$ cat config.mk
export PLATFORM = sky130hd
export DESIGN_NAME = sensor_recovery_supervisor_top
export DESIGN_NICKNAME = d
export VERILOG_FILES = /design/src/hdl/srs_pkg.sv /design/src/hdl/srs_regs.sv /design/src/hdl/srs_core.sv /design/src/hdl/sensor_recovery_supervisor_top.sv
export SDC_FILE = /design/constraint.sdc
export NUM_CORES = 1
export LEC_CHECK = 0
export BUFFER_PORTS_ARGS = -buffer_cell sky130_fd_sc_hd__buf_2
export CAP_MARGIN = 10
export CORE_MARGIN = 1.5
export CORE_UTILIZATION = 45
export DETAILED_ROUTE_END_ITERATION = 7
export PLACE_DENSITY = 0.6
export SYNTH_ARGS = -nofsm -noshare
export SYNTH_HDL_FRONTEND = slang
export SYNTH_SLANG_ARGS = --single-unit
$ cat constraint.sdc
create_clock -name clk -period 6.2 [get_ports clk]
set_input_delay 1.24 -clock clk [delete_from_list [all_inputs] [get_ports clk]]
set_output_delay 1.24 -clock clk [all_outputs]
set_load 0.02 [all_outputs]
$ cat src/hdl/srs_pkg.sv
// ----------------------------------------------------------------------------
// Sensor recovery supervisor package
// Shared widths, event and register codes, recovery mode encoding and the
// structures that pass configuration and results between the modules.
// ----------------------------------------------------------------------------
package srs_pkg;

    localparam int unsigned TIME_W  = 32;
    localparam int unsigned MS_W    = 16;
    localparam int unsigned ATT_W   = 4;
    localparam int unsigned FUNC_W  = 2;
    localparam int unsigned STATE_W = 2;
    localparam int unsigned ADDR_W  = 5;
    localparam int unsigned DATA_W  = 32;
    localparam int unsigned IDX_W   = ADDR_W - 2;

    // Event codes carried by an input item; the fourth code means nothing.
    typedef enum logic [FUNC_W-1:0] {
        FUNC_GOOD         = 2'd0,
        FUNC_SENSOR_RESET = 2'd1,
        FUNC_HEALTH       = 2'd2
    } func_t;

    // Register indexes on the configuration port.
    typedef enum logic [IDX_W-1:0] {
        REG_FRESH_TIMEOUT = 3'd0,
        REG_RECOVERY_TRIG = 3'd1,
        REG_REENABLE_WAIT = 3'd2,
        REG_SOFT_ATT_MAX  = 3'd3,
        REG_RESET_PULSE   = 3'd4,
        REG_BOOT_WAIT     = 3'd5
    } reg_idx_t;

    // Recovery mode, one-hot.
    typedef enum logic [3:0] {
        MODE_HEALTHY = 4'b0001,
        MODE_SOFT    = 4'b0010,
        MODE_PULSE   = 4'b0100,
        MODE_BOOT    = 4'b1000
    } mode_t;

    // Encoded mode as reported on recovery_state.
    localparam logic [STATE_W-1:0] STATE_HEALTHY = 2'd0;
    localparam logic [STATE_W-1:0] STATE_SOFT    = 2'd1;
    localparam logic [STATE_W-1:0] STATE_PULSE   = 2'd2;
    localparam logic [STATE_W-1:0] STATE_BOOT    = 2'd3;

    typedef struct packed {
        logic [MS_W-1:0]  fresh_timeout_ms;
        logic [MS_W-1:0]  recovery_trigger_ms;
        logic [MS_W-1:0]  reenable_wait_ms;
        logic [ATT_W-1:0] soft_attempts_max;
        logic [MS_W-1:0]  reset_pulse_ms;
        logic [MS_W-1:0]  boot_wait_ms;
    } cfg_t;

    localparam cfg_t CFG_RESET = '{
        fresh_timeout_ms:    16'd100,
        recovery_trigger_ms: 16'd1000,
        reenable_wait_ms:    16'd600,
        soft_attempts_max:   4'd3,
        reset_pulse_ms:      16'd10,
        boot_wait_ms:        16'd300
    };

    typedef struct packed {
        logic               request_reenable;
        logic               reset_line_low;
        logic [STATE_W-1:0] recovery_state;
        logic [ATT_W-1:0]   attempts_used;
        logic               data_fresh;
        logic               attitude_invalid;
    } res_t;

    // Map the one-hot mode onto its reported code.
    function automatic logic [STATE_W-1:0] mode_code(mode_t m);
        logic [STATE_W-1:0] code;
        case (m)
            MODE_SOFT:  code = STATE_SOFT;
            MODE_PULSE: code = STATE_PULSE;
            MODE_BOOT:  code = STATE_BOOT;
            default:    code = STATE_HEALTHY;
        endcase
        return code;
    endfunction

endpackage

$ cat src/hdl/srs_regs.sv
// ----------------------------------------------------------------------------
// Sensor recovery supervisor configuration registers
// APB-style register file holding the timeouts and the attempt limit.
// ----------------------------------------------------------------------------
module srs_regs
    import srs_pkg::*;
(
    input  logic              clk,
    input  logic              rst_n,
    input  logic              psel,
    input  logic              penable,
    input  logic              pwrite,
    input  logic [ADDR_W-1:0] paddr,
    input  logic [DATA_W-1:0] pwdata,
    output logic [DATA_W-1:0] prdata,
    output logic              pready,
    output cfg_t              cfg
);

    cfg_t             cfg_reg;
    cfg_t             cfg_next;
    logic             wr_en;
    logic [IDX_W-1:0] idx;

    assign pready = 1'b1;
    assign wr_en  = psel && penable && pwrite;
    assign idx    = paddr[ADDR_W-1:2];
    assign cfg    = cfg_reg;

    // Write decode; addresses beyond the last register are ignored.
    always_comb
    begin
        cfg_next = cfg_reg;
        if (wr_en)
        begin
            unique case (idx)
                REG_FRESH_TIMEOUT: cfg_next.fresh_timeout_ms    = pwdata[MS_W-1:0];
                REG_RECOVERY_TRIG: cfg_next.recovery_trigger_ms = pwdata[MS_W-1:0];
                REG_REENABLE_WAIT: cfg_next.reenable_wait_ms    = pwdata[MS_W-1:0];
                REG_SOFT_ATT_MAX:  cfg_next.soft_attempts_max   = pwdata[ATT_W-1:0];
                REG_RESET_PULSE:   cfg_next.reset_pulse_ms      = pwdata[MS_W-1:0];
                REG_BOOT_WAIT:     cfg_next.boot_wait_ms        = pwdata[MS_W-1:0];
                default:           cfg_next = cfg_reg;
            endcase
        end
    end

    always_ff @(posedge clk or negedge rst_n)
    begin
        if (!rst_n)
        begin
            cfg_reg <= CFG_RESET;
        end
        else
        begin
            cfg_reg <= cfg_next;
        end
    end

    // Read decode, zero extended.
    always_comb
    begin
        unique case (idx)
            REG_FRESH_TIMEOUT: prdata = DATA_W'(cfg_reg.fresh_timeout_ms);
            REG_RECOVERY_TRIG: prdata = DATA_W'(cfg_reg.recovery_trigger_ms);
            REG_REENABLE_WAIT: prdata = DATA_W'(cfg_reg.reenable_wait_ms);
            REG_SOFT_ATT_MAX:  prdata = DATA_W'(cfg_reg.soft_attempts_max);
            REG_RESET_PULSE:   prdata = DATA_W'(cfg_reg.reset_pulse_ms);
            REG_BOOT_WAIT:     prdata = DATA_W'(cfg_reg.boot_wait_ms);
            default:           prdata = '0;
        endcase
    end

endmodule

$ cat src/hdl/srs_core.sv
// ----------------------------------------------------------------------------
// Sensor recovery supervisor core
// Holds the recovery state and applies one event per cycle in which step is
// high, producing the result fields that show the state after the event.
// ----------------------------------------------------------------------------
module srs_core
    import srs_pkg::*;
(
    input  logic              clk,
    input  logic              rst_n,
    input  logic              step,
    input  logic [FUNC_W-1:0] func,
    input  logic [TIME_W-1:0] now_ms,
    input  cfg_t              cfg,
    output res_t              result
);

    localparam logic [ATT_W-1:0] ATT_ONE = ATT_W'(1);

    mode_t             mode_reg;
    mode_t             mode_next;
    logic [TIME_W-1:0] since_reg;
    logic [TIME_W-1:0] since_next;
    logic [ATT_W-1:0]  attempts_reg;
    logic [ATT_W-1:0]  attempts_next;
    logic [TIME_W-1:0] last_good_reg;
    logic [TIME_W-1:0] last_good_next;
    logic              seen_reg;
    logic              seen_next;
    logic              drive_low_reg;
    logic              drive_low_next;

    logic [TIME_W-1:0] age;
    logic [TIME_W-1:0] age_after;
    logic [TIME_W-1:0] elapsed;
    logic              fresh_before;
    logic              req;
    logic              invalid;

    // Elapsed times wrap modulo 2^32.
    assign age          = now_ms - last_good_reg;
    assign elapsed      = now_ms - since_reg;
    assign fresh_before = seen_reg && (age < TIME_W'(cfg.fresh_timeout_ms));

    // Event handling and the recovery sequence.
    always_comb
    begin
        mode_next      = mode_reg;
        since_next     = since_reg;
        attempts_next  = attempts_reg;
        last_good_next = last_good_reg;
        seen_next      = seen_reg;
        drive_low_next = drive_low_reg;
        req            = 1'b0;
        invalid        = 1'b0;

        case (func)
            FUNC_GOOD:
            begin
                last_good_next = now_ms;
                seen_next      = 1'b1;
            end
            FUNC_SENSOR_RESET:
            begin
                invalid       = 1'b1;
                req           = 1'b1;
                mode_next     = MODE_SOFT;
                since_next    = now_ms;
                attempts_next = ATT_ONE;
            end
            FUNC_HEALTH:
            begin
                if (fresh_before)
                begin
                    if (mode_reg != MODE_HEALTHY)
                    begin
                        mode_next     = MODE_HEALTHY;
                        attempts_next = '0;
                    end
                end
                else
                begin
                    unique case (mode_reg)
                        MODE_HEALTHY:
                        begin
                            if (seen_reg && (age >= TIME_W'(cfg.recovery_trigger_ms)))
                            begin
                                req           = 1'b1;
                                mode_next     = MODE_SOFT;
                                since_next    = now_ms;
                                attempts_next = ATT_ONE;
                            end
                        end
                        MODE_SOFT:
                        begin
                            if (elapsed >= TIME_W'(cfg.reenable_wait_ms))
                            begin
                                if (attempts_reg < cfg.soft_attempts_max)
                                begin
                                    req           = 1'b1;
                                    attempts_next = attempts_reg + ATT_ONE;
                                end
                                else
                                begin
                                    drive_low_next = 1'b1;
                                    mode_next      = MODE_PULSE;
                                end
                                since_next = now_ms;
                            end
                        end
                        MODE_PULSE:
                        begin
                            if (elapsed >= TIME_W'(cfg.reset_pulse_ms))
                            begin
                                drive_low_next = 1'b0;
                                mode_next      = MODE_BOOT;
                                since_next     = now_ms;
                            end
                        end
                        MODE_BOOT:
                        begin
                            if (elapsed >= TIME_W'(cfg.boot_wait_ms))
                            begin
                                req           = 1'b1;
                                attempts_next = '0;
                                mode_next     = MODE_SOFT;
                                since_next    = now_ms;
                            end
                        end
                        default:
                        begin
                            mode_next = mode_reg;
                        end
                    endcase
                end
            end
            default:
            begin
                req = 1'b0;
            end
        endcase
    end

    // Freshness as seen after the event has been applied.
    assign age_after = now_ms - last_good_next;

    always_comb
    begin
        result.request_reenable = req;
        result.reset_line_low   = drive_low_next;
        result.recovery_state   = mode_code(mode_next);
        result.attempts_used    = attempts_next;
        result.data_fresh       = seen_next && (age_after < TIME_W'(cfg.fresh_timeout_ms));
        result.attitude_invalid = invalid;
    end

    // State registers, updated once per processed item.
    always_ff @(posedge clk or negedge rst_n)
    begin
        if (!rst_n)
        begin
            mode_reg      <= MODE_HEALTHY;
            since_reg     <= '0;
            attempts_reg  <= '0;
            last_good_reg <= '0;
            seen_reg      <= 1'b0;
            drive_low_reg <= 1'b0;
        end
        else if (step)
        begin
            mode_reg      <= mode_next;
            since_reg     <= since_next;
            attempts_reg  <= attempts_next;
            last_good_reg <= last_good_next;
            seen_reg      <= seen_next;
            drive_low_reg <= drive_low_next;
        end
    end

endmodule

$ cat src/hdl/sensor_recovery_supervisor_top.sv
// ----------------------------------------------------------------------------
// Sensor recovery supervisor
// Watches timestamped sensor events and drives re-enable requests and a
// hardware reset pulse when good attitude reports stop arriving.
//
// Usage:
// The input channel (in_valid, in_stall, func, now_ms) carries one event
// item per cycle unless stalled; the output channel (out_valid, out_stall and
// the result fields) returns exactly one result item for each event, in order.
// An item taken sits in the input register until the output register is
// free; it is then applied to the recovery state at the edge where its
// result is written to the output register, which offers it to the receiver.
// Throughput is one item per cycle while the receiver does not stall: the
// state update is a few subtractions and compares done combinationally
// between the input register and the output register.
// When the receiver stalls, the output register holds its result, the input
// register holds the next item, and in_stall rises only while both are full.
// Reset clears the recovery state (healthy, no report seen, reset line
// released) and loads the default timeouts; there is no clearing sequence.
// Timeouts are set through the APB port, one register per word, while idle.
// ----------------------------------------------------------------------------
module sensor_recovery_supervisor_top
    import srs_pkg::*;
(
    input  logic                clk,
    input  logic                rst_n,
    input  logic                psel,
    input  logic                penable,
    input  logic                pwrite,
    input  logic [ADDR_W-1:0]   paddr,
    input  logic [DATA_W-1:0]   pwdata,
    output logic [DATA_W-1:0]   prdata,
    output logic                pready,
    input  logic                in_valid,
    output logic                in_stall,
    input  logic [FUNC_W-1:0]   func,
    input  logic [TIME_W-1:0]   now_ms,
    output logic                out_valid,
    input  logic                out_stall,
    output logic                request_reenable,
    output logic                reset_line_low,
    output logic [STATE_W-1:0]  recovery_state,
    output logic [ATT_W-1:0]    attempts_used,
    output logic                data_fresh,
    output logic                attitude_invalid
);

    cfg_t              cfg;
    logic              in_vld_reg;
    logic              in_vld_next;
    logic [FUNC_W-1:0] func_reg;
    logic [TIME_W-1:0] now_reg;
    logic              out_vld_reg;
    logic              out_vld_next;
    res_t              res_reg;
    res_t              res_comb;
    logic              out_free;
    logic              move;
    logic              accept;

    srs_regs u_regs (
        .clk     (clk),
        .rst_n   (rst_n),
        .psel    (psel),
        .penable (penable),
        .pwrite  (pwrite),
        .paddr   (paddr),
        .pwdata  (pwdata),
        .prdata  (prdata),
        .pready  (pready),
        .cfg     (cfg)
    );

    // Flow control between the input register and the output register.
    assign out_free = !out_vld_reg || !out_stall;
    assign move     = in_vld_reg && out_free;
    assign in_stall = in_vld_reg && !out_free;
    assign accept   = in_valid && !in_stall;

    always_comb
    begin
        in_vld_next = in_vld_reg;
        if (accept)
        begin
            in_vld_next = 1'b1;
        end
        else if (move)
        begin
            in_vld_next = 1'b0;
        end

        out_vld_next = out_vld_reg;
        if (move)
        begin
            out_vld_next = 1'b1;
        end
        else if (out_vld_reg && !out_stall)
        begin
            out_vld_next = 1'b0;
        end
    end

    always_ff @(posedge clk or negedge rst_n)
    begin
        if (!rst_n)
        begin
            in_vld_reg  <= 1'b0;
            out_vld_reg <= 1'b0;
        end
        else
        begin
            in_vld_reg  <= in_vld_next;
            out_vld_reg <= out_vld_next;
        end
    end

    // Input item register.
    always_ff @(posedge clk)
    begin
        if (accept)
        begin
            func_reg <= func;
            now_reg  <= now_ms;
        end
    end

    srs_core u_core (
        .clk    (clk),
        .rst_n  (rst_n),
        .step   (move),
        .func   (func_reg),
        .now_ms (now_reg),
        .cfg    (cfg),
        .result (res_comb)
    );

    // Result register.
    always_ff @(posedge clk)
    begin
        if (move)
        begin
            res_reg <= res_comb;
        end
    end

    assign out_valid        = out_vld_reg;
    assign request_reenable = res_reg.request_reenable;
    assign reset_line_low   = res_reg.reset_line_low;
    assign recovery_state   = res_reg.recovery_state;
    assign attempts_used    = res_reg.attempts_used;
    assign data_fresh       = res_reg.data_fresh;
    assign attitude_invalid = res_reg.attitude_invalid;

    // A sensor reset always leaves the block requesting in soft re-enable.
    a_invalid_soft: assert property (@(posedge clk) disable iff (!rst_n)
        out_valid && attitude_invalid |->
            request_reenable && (recovery_state == STATE_SOFT))
        else $error("sensor reset result not in soft re-enable");

    // The healthy mode never carries a count of attempts.
    a_healthy_no_attempts: assert property (@(posedge clk) disable iff (!rst_n)
        out_valid && (recovery_state == STATE_HEALTHY) |-> (attempts_used == '0))
        else $error("healthy result with attempts pending");

    // A processed item always lands in the output register.
    a_move_lands: assert property (@(posedge clk) disable iff (!rst_n)
        move |=> out_vld_reg)
        else $error("processed item lost before the output register");

    // An item held by a stall stays in the input register.
    a_hold_input: assert property (@(posedge clk) disable iff (!rst_n)
        in_vld_reg && !out_free |=> in_vld_reg)
        else $error("stalled input item dropped");

endmodule

After elaboration in Yosys (flattened, before gate mapping) --
Index checks and enable logic that the tools add are counted.
Storage, ports and cells: memories kept 0, input bits 78, bits in writable memories 0, bits in latches 0, logic and storage cells 126, bits in read-only memories 0, bits in registers 204
Operators by class: $lt $le $gt $ge 7, div/mod/pow operators 0, shift operators 0, bitwise operators 0, eq/ne operators 21, multiplexer cells 46, $add $sub $neg 4, reductions and logical operators 26, multiply operators 0
Operator list (count):
- 2-to-1 mux 32 bit | 6
- >= comparator 32 x 16 -> 1 bit | 4
- case mux 32 bit (4 select lines) | 1
- case mux 16 bit (6 select lines) | 1
- subtractor 32 bit | 3
- < comparator 32 x 16 -> 1 bit | 2
- case mux 32 bit (2 select lines) | 1
- 2-to-1 mux 4 bit | 13
- 2-to-1 mux 1 bit | 16
- case mux 4 bit (2 select lines) | 2
- case mux 4 bit (4 select lines) | 1
- inequality test 3 x 2 -> 1 bit, second input constant | 4
- case mux 4 bit (3 select lines) | 1
- AND reduction 2 bit | 6
- logical AND 1 bit | 9
- equality test 4 x 2 -> 1 bit, second input constant | 2
- equality test 4 x 3 -> 1 bit, second input constant | 2
- equality test 4 bit, second input constant | 2
- AND reduction 8 bit | 1
- equality test 3 x 2 -> 1 bit, second input constant | 2
- equality test 3 bit, second input constant | 2
- case mux 2 bit (3 select lines) | 1
- nonzero test 2 bit | 3
- inequality test 5 x 4 -> 1 bit, second input constant | 1
- 14 further kinds | 18

Logic depth before layout (Yosys ltp) --
Gate-level depths: netlist (run 1).
depth in word-level cells 9, mapped depth 24, depth with buffers taken out 24

Modules after synthesis --
From an unflattened synthesis (run 1), not the netlist that was laid out.
Second synthesis, totals: cell total of the unflattened synthesis 1837, area total of the unflattened synthesis 17284.1 um2
By module, submodules not included:
- srs_core | cells an instance 1491, area each 11780.0 um2, instances 1
- srs_regs | cells an instance 294, area each 4090.2 um2, instances 1
- sensor_recovery_supervisor_top | cells an instance 52, area each 1413.9 um2, instances 1

Worst setup path after synthesis (run 1) --
No wires, ideal clock.
path type register -> register, from register func_reg[0], to register res_reg, in the netlist data_fresh, data pin, setup slack 0.939 ns, path buffers 2, library setup time 0.207 ns, clock period less this slack 5.261 ns, stages on the path, launching flop included 22, arrival 5.053 ns, cells stage by stage edfxtp_1 > inv_1 > ha_1 > clkbuf_1 > buf_1 > mux2i_1 > fa_1 > a21o_1 > a21o_1 > a2111oi_0 > nor3_1 > o21a_1 > a21o_1 > a21oi_1 > xnor2_1 > ha_1 > a21o_1 > a221oi_1 > o221ai_1 > nor4_1 > o311ai_0 > a2111oi_0
RTL lines:
- start: declaration | RTL line sensor_recovery_supervisor_top.sv:51 | logic [FUNC_W-1:0] func_reg;
- start signal: assignment | RTL line sensor_recovery_supervisor_top.sv:122 | func_reg <= func;
- end signal: assignment | RTL line sensor_recovery_supervisor_top.sv:142 | res_reg <= res_comb;
- end: declaration | RTL line sensor_recovery_supervisor_top.sv:55 | res_t res_reg;

==> results of run 1 <==
[per-stage QoR]
stage	cells	hold WS, ps	power (mW)	util [%]	cell area, um2
floorplan	2005	443	5.50	-	17200
detailed placement	2534	475	6.73	48.0	18000
CTS	2584	483	8.45	50.5	19000
global placement	2534	457	6.64	48.0	18000
finish	2584	483	8.44	50.5	19000
global route	2584	502	9.19	50.5	19000
[area by class of cell]
class | count | area, um2
Clock buffer | 37 | 796
Clock inverter | 13 | 156
Fill cell | 3613 | 18600
Inverter | 184 | 691
Multi-Input combinational cell | 1527 | 10700
Sequential cell | 204 | 5350
Tap cell | 511 | 639
Timing Repair Buffer | 108 | 599
[cell families after synthesis]
| group | Yosys count |
|---|---|
| simple gates | 526 |
| fa+ha+maj | 197 |
| flops | 204 |
| xor+xnor | 57 |
| mux | 116 |
| other cells | 2 |
| compound gates | 614 |
| buf+inv | 274 |
[where the power goes]
group	internal [mW]	switching (mW)	total (mW)
registers	1.73	0.235	1.97
logic	1.93	2.88	4.81
clock network	1.02	0.640	1.66
[how the worst max path moves through the flow]
stage | cells past startpoint | slack (ps) | endpoint
final | 20 | 410 | data_fresh
after global routing | 20 | 30 | data_fresh
after CTS | 20 | 260 | data_fresh
after detailed placement | 20 | 270 | data_fresh
after global placement | 20 | 460 | data_fresh
after floorplan | 21 | 940 | data_fresh
[repair_timing]
action,in CTS,in global routing
resized for setup,0,2
hold buffers,0,0
setup buffers,0,0
setup endpoints to repair,0,1
[critical path: cells and delay by family (launching register included)]
family / cells / cell delay [ps]
flops: 1 / 390
mux: 1 / 160
xor+xnor: 1 / 140
fa+ha+maj: 3 / 1080
simple gates: 2 / 500
compound gates: 11 / 2950
buf+inv: 2 / 360
[routing by layer]
metal	wire [um]	share of wire, %	vias to the layer above
met4	1220	2.5	2
met5	8	0.016	-
met2	21200	44	368
met1	23700	49	7013
met3	2440	5.0	69
li1	-	-	7284
[layout by cell type (no fill, tap or decap), types with 17 or more instances in the layout]
master / netlist / final
o21a_1: 36 / 36
dfrtp_1: 138 / 138
o22ai_1: 20 / 20
a211oi_1: 19 / 19
a21oi_1: 181 / 181
nand3_1: 39 / 39
nand2b_1: 31 / 31
conb_1: 2 / 17
mux2_1: 32 / 32
nand2_1: 170 / 170
buf_2: 8 / 86
mux2_2: 27 / 27
buf_4: 18 / 21
edfxtp_1: 44 / 44
nor2b_1: 20 / 20
a31oi_1: 19 / 19
xor2_1: 22 / 22
a21o_1: 45 / 45
inv_1: 183 / 183
clkbuf_16: 0 / 29
nand4_1: 27 / 27
dfstp_2: 22 / 22
o21ai_0: 151 / 151
ha_1: 194 / 193
nor3_1: 34 / 31
mux2i_1: 56 / 56
nor2_1: 134 / 134
xnor2_1: 35 / 35
==> run summary, run 1 <==
DRC violation count after routing: 0
GR peak layer: met2
Seq cells post-synth: 204
Simple logic cell fraction of the synthesized area: 14.8%
Leakage: 8.63 nW
Synthesis-to-finish area growth: 10.7%
Largest buffer count on any clock path: 3
Drt wl/cell: 18.8 um
First drt pass iteration count: 5
Worst stage delay on the critical path: 560 ps
Post-synth top area share: 20.2%
Worst hold path type: flip-flop to flip-flop
Syn Std Cell Area: 17,100 um2
Ratio of cells with drive above 1 in the final layout: 11.6%
Number of levels in the clock H-tree: 1
Overall die area: 39,300 um2
Core area: 37,600 um2
All-Layer GR Usage: 24.9%
Critical path data arrival time: 6140 ps
Post-Synthesis Cells: 1,990
Final hold violation count: 0
Wire length of the first global-routing pass: 76.3 mm
Worst-Margin Slew: 1010 ps
Detailed Route Iter0 Violations: 879
Number of stages on the worst hold path: 1
Destination of the worst register-to-register timing path: data_fresh
Avg Cell Area, Syn: 8.61 um2
Post-synth top area cell: dfrtp_1
Main flop type after synthesis: dfrtp_1
Slowest stage cell, crit path: a2111oi_1
Num CTS Buffers: 27
Top post-synthesis cells by count: 194 x ha_1, 183 x inv_1, 181 x a21oi_1, 170 x nand2_1, 151 x o21ai_0
Met2 global-route usage: 39.0%
Max Clk Rate: 173 MHz
Gpl congestion: 0.938
Root buf cell: clkbuf_16
Share of flip-flops with an asynchronous set or reset after synthesis: 78.4%
Xor and xnor fraction of the mapped netlist area: 2.91%
Count leader, synth: ha_1
Max-cap viol count: 0
Row count: 71
Setup Total Neg Slack: 0 ps
Routing usage on met3: 3.10%
Power per cell area: 445 nW/um2
Remaining number of nets flagged by the antenna check after routing: 0
Final-stage net count: 2,327
Unrepaired setup endpoints after global routing: false
Slew Limit Headroom: 32.8%
Height of the die: 198 um
Classification of the worst setup path: flip-flop to flip-flop
Final wirelength: 48.6 mm
Cells traversed along the worst timing path: inv_1 > ha_2 > buf_4 > mux2i_1 > fa_1 > a21o_1 > a21o_1 > a2111oi_1 > nor3_1 > o21a_1 > a21o_1 > a21oi_1 > xnor2_1 > ha_1 > a21o_1 > a221oi_1 > o221ai_1 > nor4_1 > o311ai_0 > a2111oi_1
Fraction of the mapped netlist area in compound gates: 22.7%
Number of warnings reported in the yosys synthesis log: 0
Final critical-path required period: 5790 ps
Worst min-delay path endpoint: out_valid
Setup slack, reg-to-reg: 410 ps
Critical Path Start Type: flip-flop
Share of cell area taken by muxes after synthesis: 7.28%
Per-cell via count in the routed design: 5.70
Clock Sinks: 204
Setup Slack @ Placement: 270 ps
Number of antenna violations at the first check in global routing: 1
Largest register FFs: 84
Clock latency on the worst-skew pair: 570 ps
Type of element capturing the critical path: flip-flop
Top area cells in the synthesized netlist: dfrtp_1 20%, ha_1 14%, edfxtp_1 7.7%, a21oi_1 5.3%, o21ai_0 4.4%
Required time at the endpoint of the critical path: 6550 ps
Combinational family with the most area after synthesis: compound AO/OA/AOI/OAI gates
Final Worst Setup Slack: 407 ps
Critical Path Fanout Max: 8
Leftover overflow at the end of global routing: 0
Post-synthesis cell type count: 98
Critical R2R Launch: func_reg[0]
Met1 Track Usage GR: 35.8%
IR drop worst, VDD: 259 uV
Number of flops mapped to enable cells by yosys: 44
Adder-cell share of the synthesized area: 14.5%
DR vias: 14,700
Cell count of the worst reg-to-reg path: 20
Run status: completed
Antenna diode count: 0
Most common cell on crit path: a21o_1
Initial Util: 45.6%
IO Pins: 123
Endpoints failing setup: 0
Via count of the first global-routing pass: 14,000
Port buffer count: 87
Maximum number of pins on one net before global-route repair: 76
Number of max-slew violations in the final report: 0
Crit path from: func_reg[0]
Clock-pin slew on the worst setup and hold paths: 60 ps
Post-synthesis sequential area ratio: 31.2%
HP Start: in_vld_reg
Half-perimeter wire length after placement: 37.9 mm
Period utilisation layout: 93.4%
Chip width: 198 um
Clock tree from TritonCTS: yes
Clock Skews: 11.6 ps
Note: power is estimated with default switching activity, not from simulation.
==> run 2, diff against run 1 <==
Settings changed: CTS_BUF_LIST set to sky130_fd_sc_hd__clkbuf_16.
==> run summary, run 2 (synthesis results as in run 1) <==
Number of stages on the worst hold path: 1 (unchanged)
All-Layer GR Usage: 24.8% (-0.029 points)
Clock Sinks: 204 (unchanged)
Critical path data arrival time: 6150 ps (about the same)
Core area: 37,600 um2 (unchanged)
Critical Path Start Type: flip-flop
Max-cap viol count: 0 (unchanged)
Largest buffer count on any clock path: 3 (unchanged)
Per-cell via count in the routed design: 5.70 (about the same)
Port buffer count: 87 (unchanged)
Most common cell after layout, fill and taps aside: ha_1
Drt wl/cell: 18.7 um (-0.29%)
Final critical-path required period: 5800 ps (+4.86 ps)
Remaining number of nets flagged by the antenna check after routing: 0 (unchanged)
DRC violation count after routing: 0 (unchanged)
Clock tree from TritonCTS: yes
Worst stage delay on the critical path: 560 ps (about the same)
Antenna diode count: 0 (unchanged)
Initial Util: 45.6% (unchanged)
Worst-Margin Slew: 986 ps (-22.1 ps)
First drt pass iteration count: 5 (unchanged)
Most used cells in the layout excluding fill and tap cells: 193 x ha_1, 187 x inv_1, 181 x a21oi_1
Required time at the endpoint of the critical path: 6550 ps (about the same)
Final hold violation count: 0 (unchanged)
Number of max-slew violations in the final report: 0 (unchanged)
Slowest stage cell, crit path: a2111oi_1
Quantity of hold-fixing buffers added after cts: 0 (unchanged)
Row count: 71 (unchanged)
Final-stage net count: 2,327 (unchanged)
Slew Limit Headroom: 34.3% (+1.5 points)
Detailed Route Iter0 Violations: 899 (+2.3%)
Maximum number of pins on one net before global-route repair: 76 (unchanged)
DR vias: 14,700 (-0.095%)
Clock latency on the worst-skew pair: 570 ps (about the same)
Overall die area: 39,300 um2 (unchanged)
Max Clk Rate: 172 MHz (about the same)
Clock-pin slew on the worst setup and hold paths: 60 ps (about the same)
Classification of the worst setup path: flip-flop to flip-flop
Chip width: 198 um (unchanged)
Gpl congestion: 0.938 (unchanged)
Cell count of the worst reg-to-reg path: 20 (unchanged)
Run status: completed
Height of the die: 198 um (unchanged)
Most common cell on crit path: a21o_1
Half-perimeter wire length after placement: 37.9 mm (unchanged)
Critical Path Fanout Max: 8 (unchanged)
Unrepaired setup endpoints after global routing: false
Leakage: 8.62 nW (about the same)
Ratio of cells with drive above 1 in the final layout: 11.4% (-0.19 points)
Largest register FFs: 84 (unchanged)
Type of element capturing the critical path: flip-flop
Number of antenna violations at the first check in global routing: 1 (unchanged)
Cells traversed along the worst timing path: inv_1 > ha_2 > buf_4 > mux2i_1 > fa_1 > a21o_1 > a21o_1 > a2111oi_1 > nor3_1 > o21a_1 > a21o_1 > a21oi_1 > xnor2_1 > ha_1 > a21o_1 > a221oi_1 > o221ai_1 > nor4_1 > o311ai_0 > a2111oi_1
Worst hold path type: flip-flop to flip-flop
Num CTS Buffers: 27 (unchanged)
Setup Total Neg Slack: 0 ps (unchanged)
Total power: 8.38 mW (-0.74%)
Filler cells: 3,617 (+0.11%)
Period utilisation layout: 93.5% (about the same)
Leftover overflow at the end of global routing: 0 (unchanged)
Root buf cell: clkbuf_16
IR drop worst, VDD: 259 uV (about the same)
Power per cell area: 442 nW/um2 (-0.53%)
IO Pins: 123 (unchanged)
Via count of the first global-routing pass: 14,000 (-0.021%)
Synthesis-to-finish area growth: 10.5%
Endpoints failing setup: 0 (unchanged)
Number of levels in the clock H-tree: 1 (unchanged)
Clock Skews: 10.6 ps (-1.03 ps)
Wire length of the first global-routing pass: 76.2 mm (about the same)
Final wirelength: 48.4 mm (-0.29%)
## run 2: stage by stage
step	worst slack [ps]	cell area (um2)	util, %	cells	hold slack, ps
finish	403	18900	50.4	2584	483
global route	26.3	18900	50.4	2584	502
CTS	258	18900	50.4	2584	483
detailed placement	270	18000	48.0	2534	475
global placement	456	18000	48.0	2534	457
floorplan	939	17200	-	2005	443
## run 2: final timing paths
kind	start	to	slack, ps
min	in_vld_reg	out_valid	480
max in group asynchronous	rst_n	u_core.mode_reg[2]	4340
max	func_reg[0]	data_fresh	400
max reg2reg	func_reg[0]	data_fresh	400
min in group asynchronous	rst_n	u_core.last_good_reg[2]	720
min reg2reg	in_vld_reg	out_valid	480
## run 2: what timing repair did
action | 4_1_cts | 5_1_grt
buffers inserted | 0 | 0
endpoints found under the setup margin | 0 | 1
gates resized for setup | 0 | 2
## run 2: final cells by class
type / instances / area (um2) / share of cell area [%]
timing repair buffer: 108 / 599 / 3.16
clock inverter: 21 / 186 / 0.984
tap: 511 / 639 / 3.38
multi-input combinational: 1527 / 10700 / 56.7
sequential: 204 / 5350 / 28.3
inverter: 184 / 691 / 3.65
clock buffer: 29 / 726 / 3.83
## run 2: power breakdown
part	total, mW	switching, mW	internal [mW]
clock network	1.60	0.638	0.967
registers	1.97	0.236	1.73
logic	4.80	2.88	1.92
## run 2: critical path, delay by kind of cell (launching register included)
family                   cells  cell delay [ps]
AO/OA/AOI/OAI               11             2960
multiplexers                 1              160
adder cells (fa/ha/maj)      3             1070
buffers and inverters        2              360
AND/OR/NAND/NOR              2              500
XOR/XNOR                     1              140
flip-flops                   1              390
## run 2: metal layers
metal / GRT usage [%] / part of all wire [%] / vias to the layer above
li1: - / - / 7291
met1: 35.8 / 49 / 6983
met2: 38.9 / 44 / 380
met3: 3.10 / 5.2 / 66
met4: 6.96 / 2.4 / 2
met5: 0 / 0.027 / -
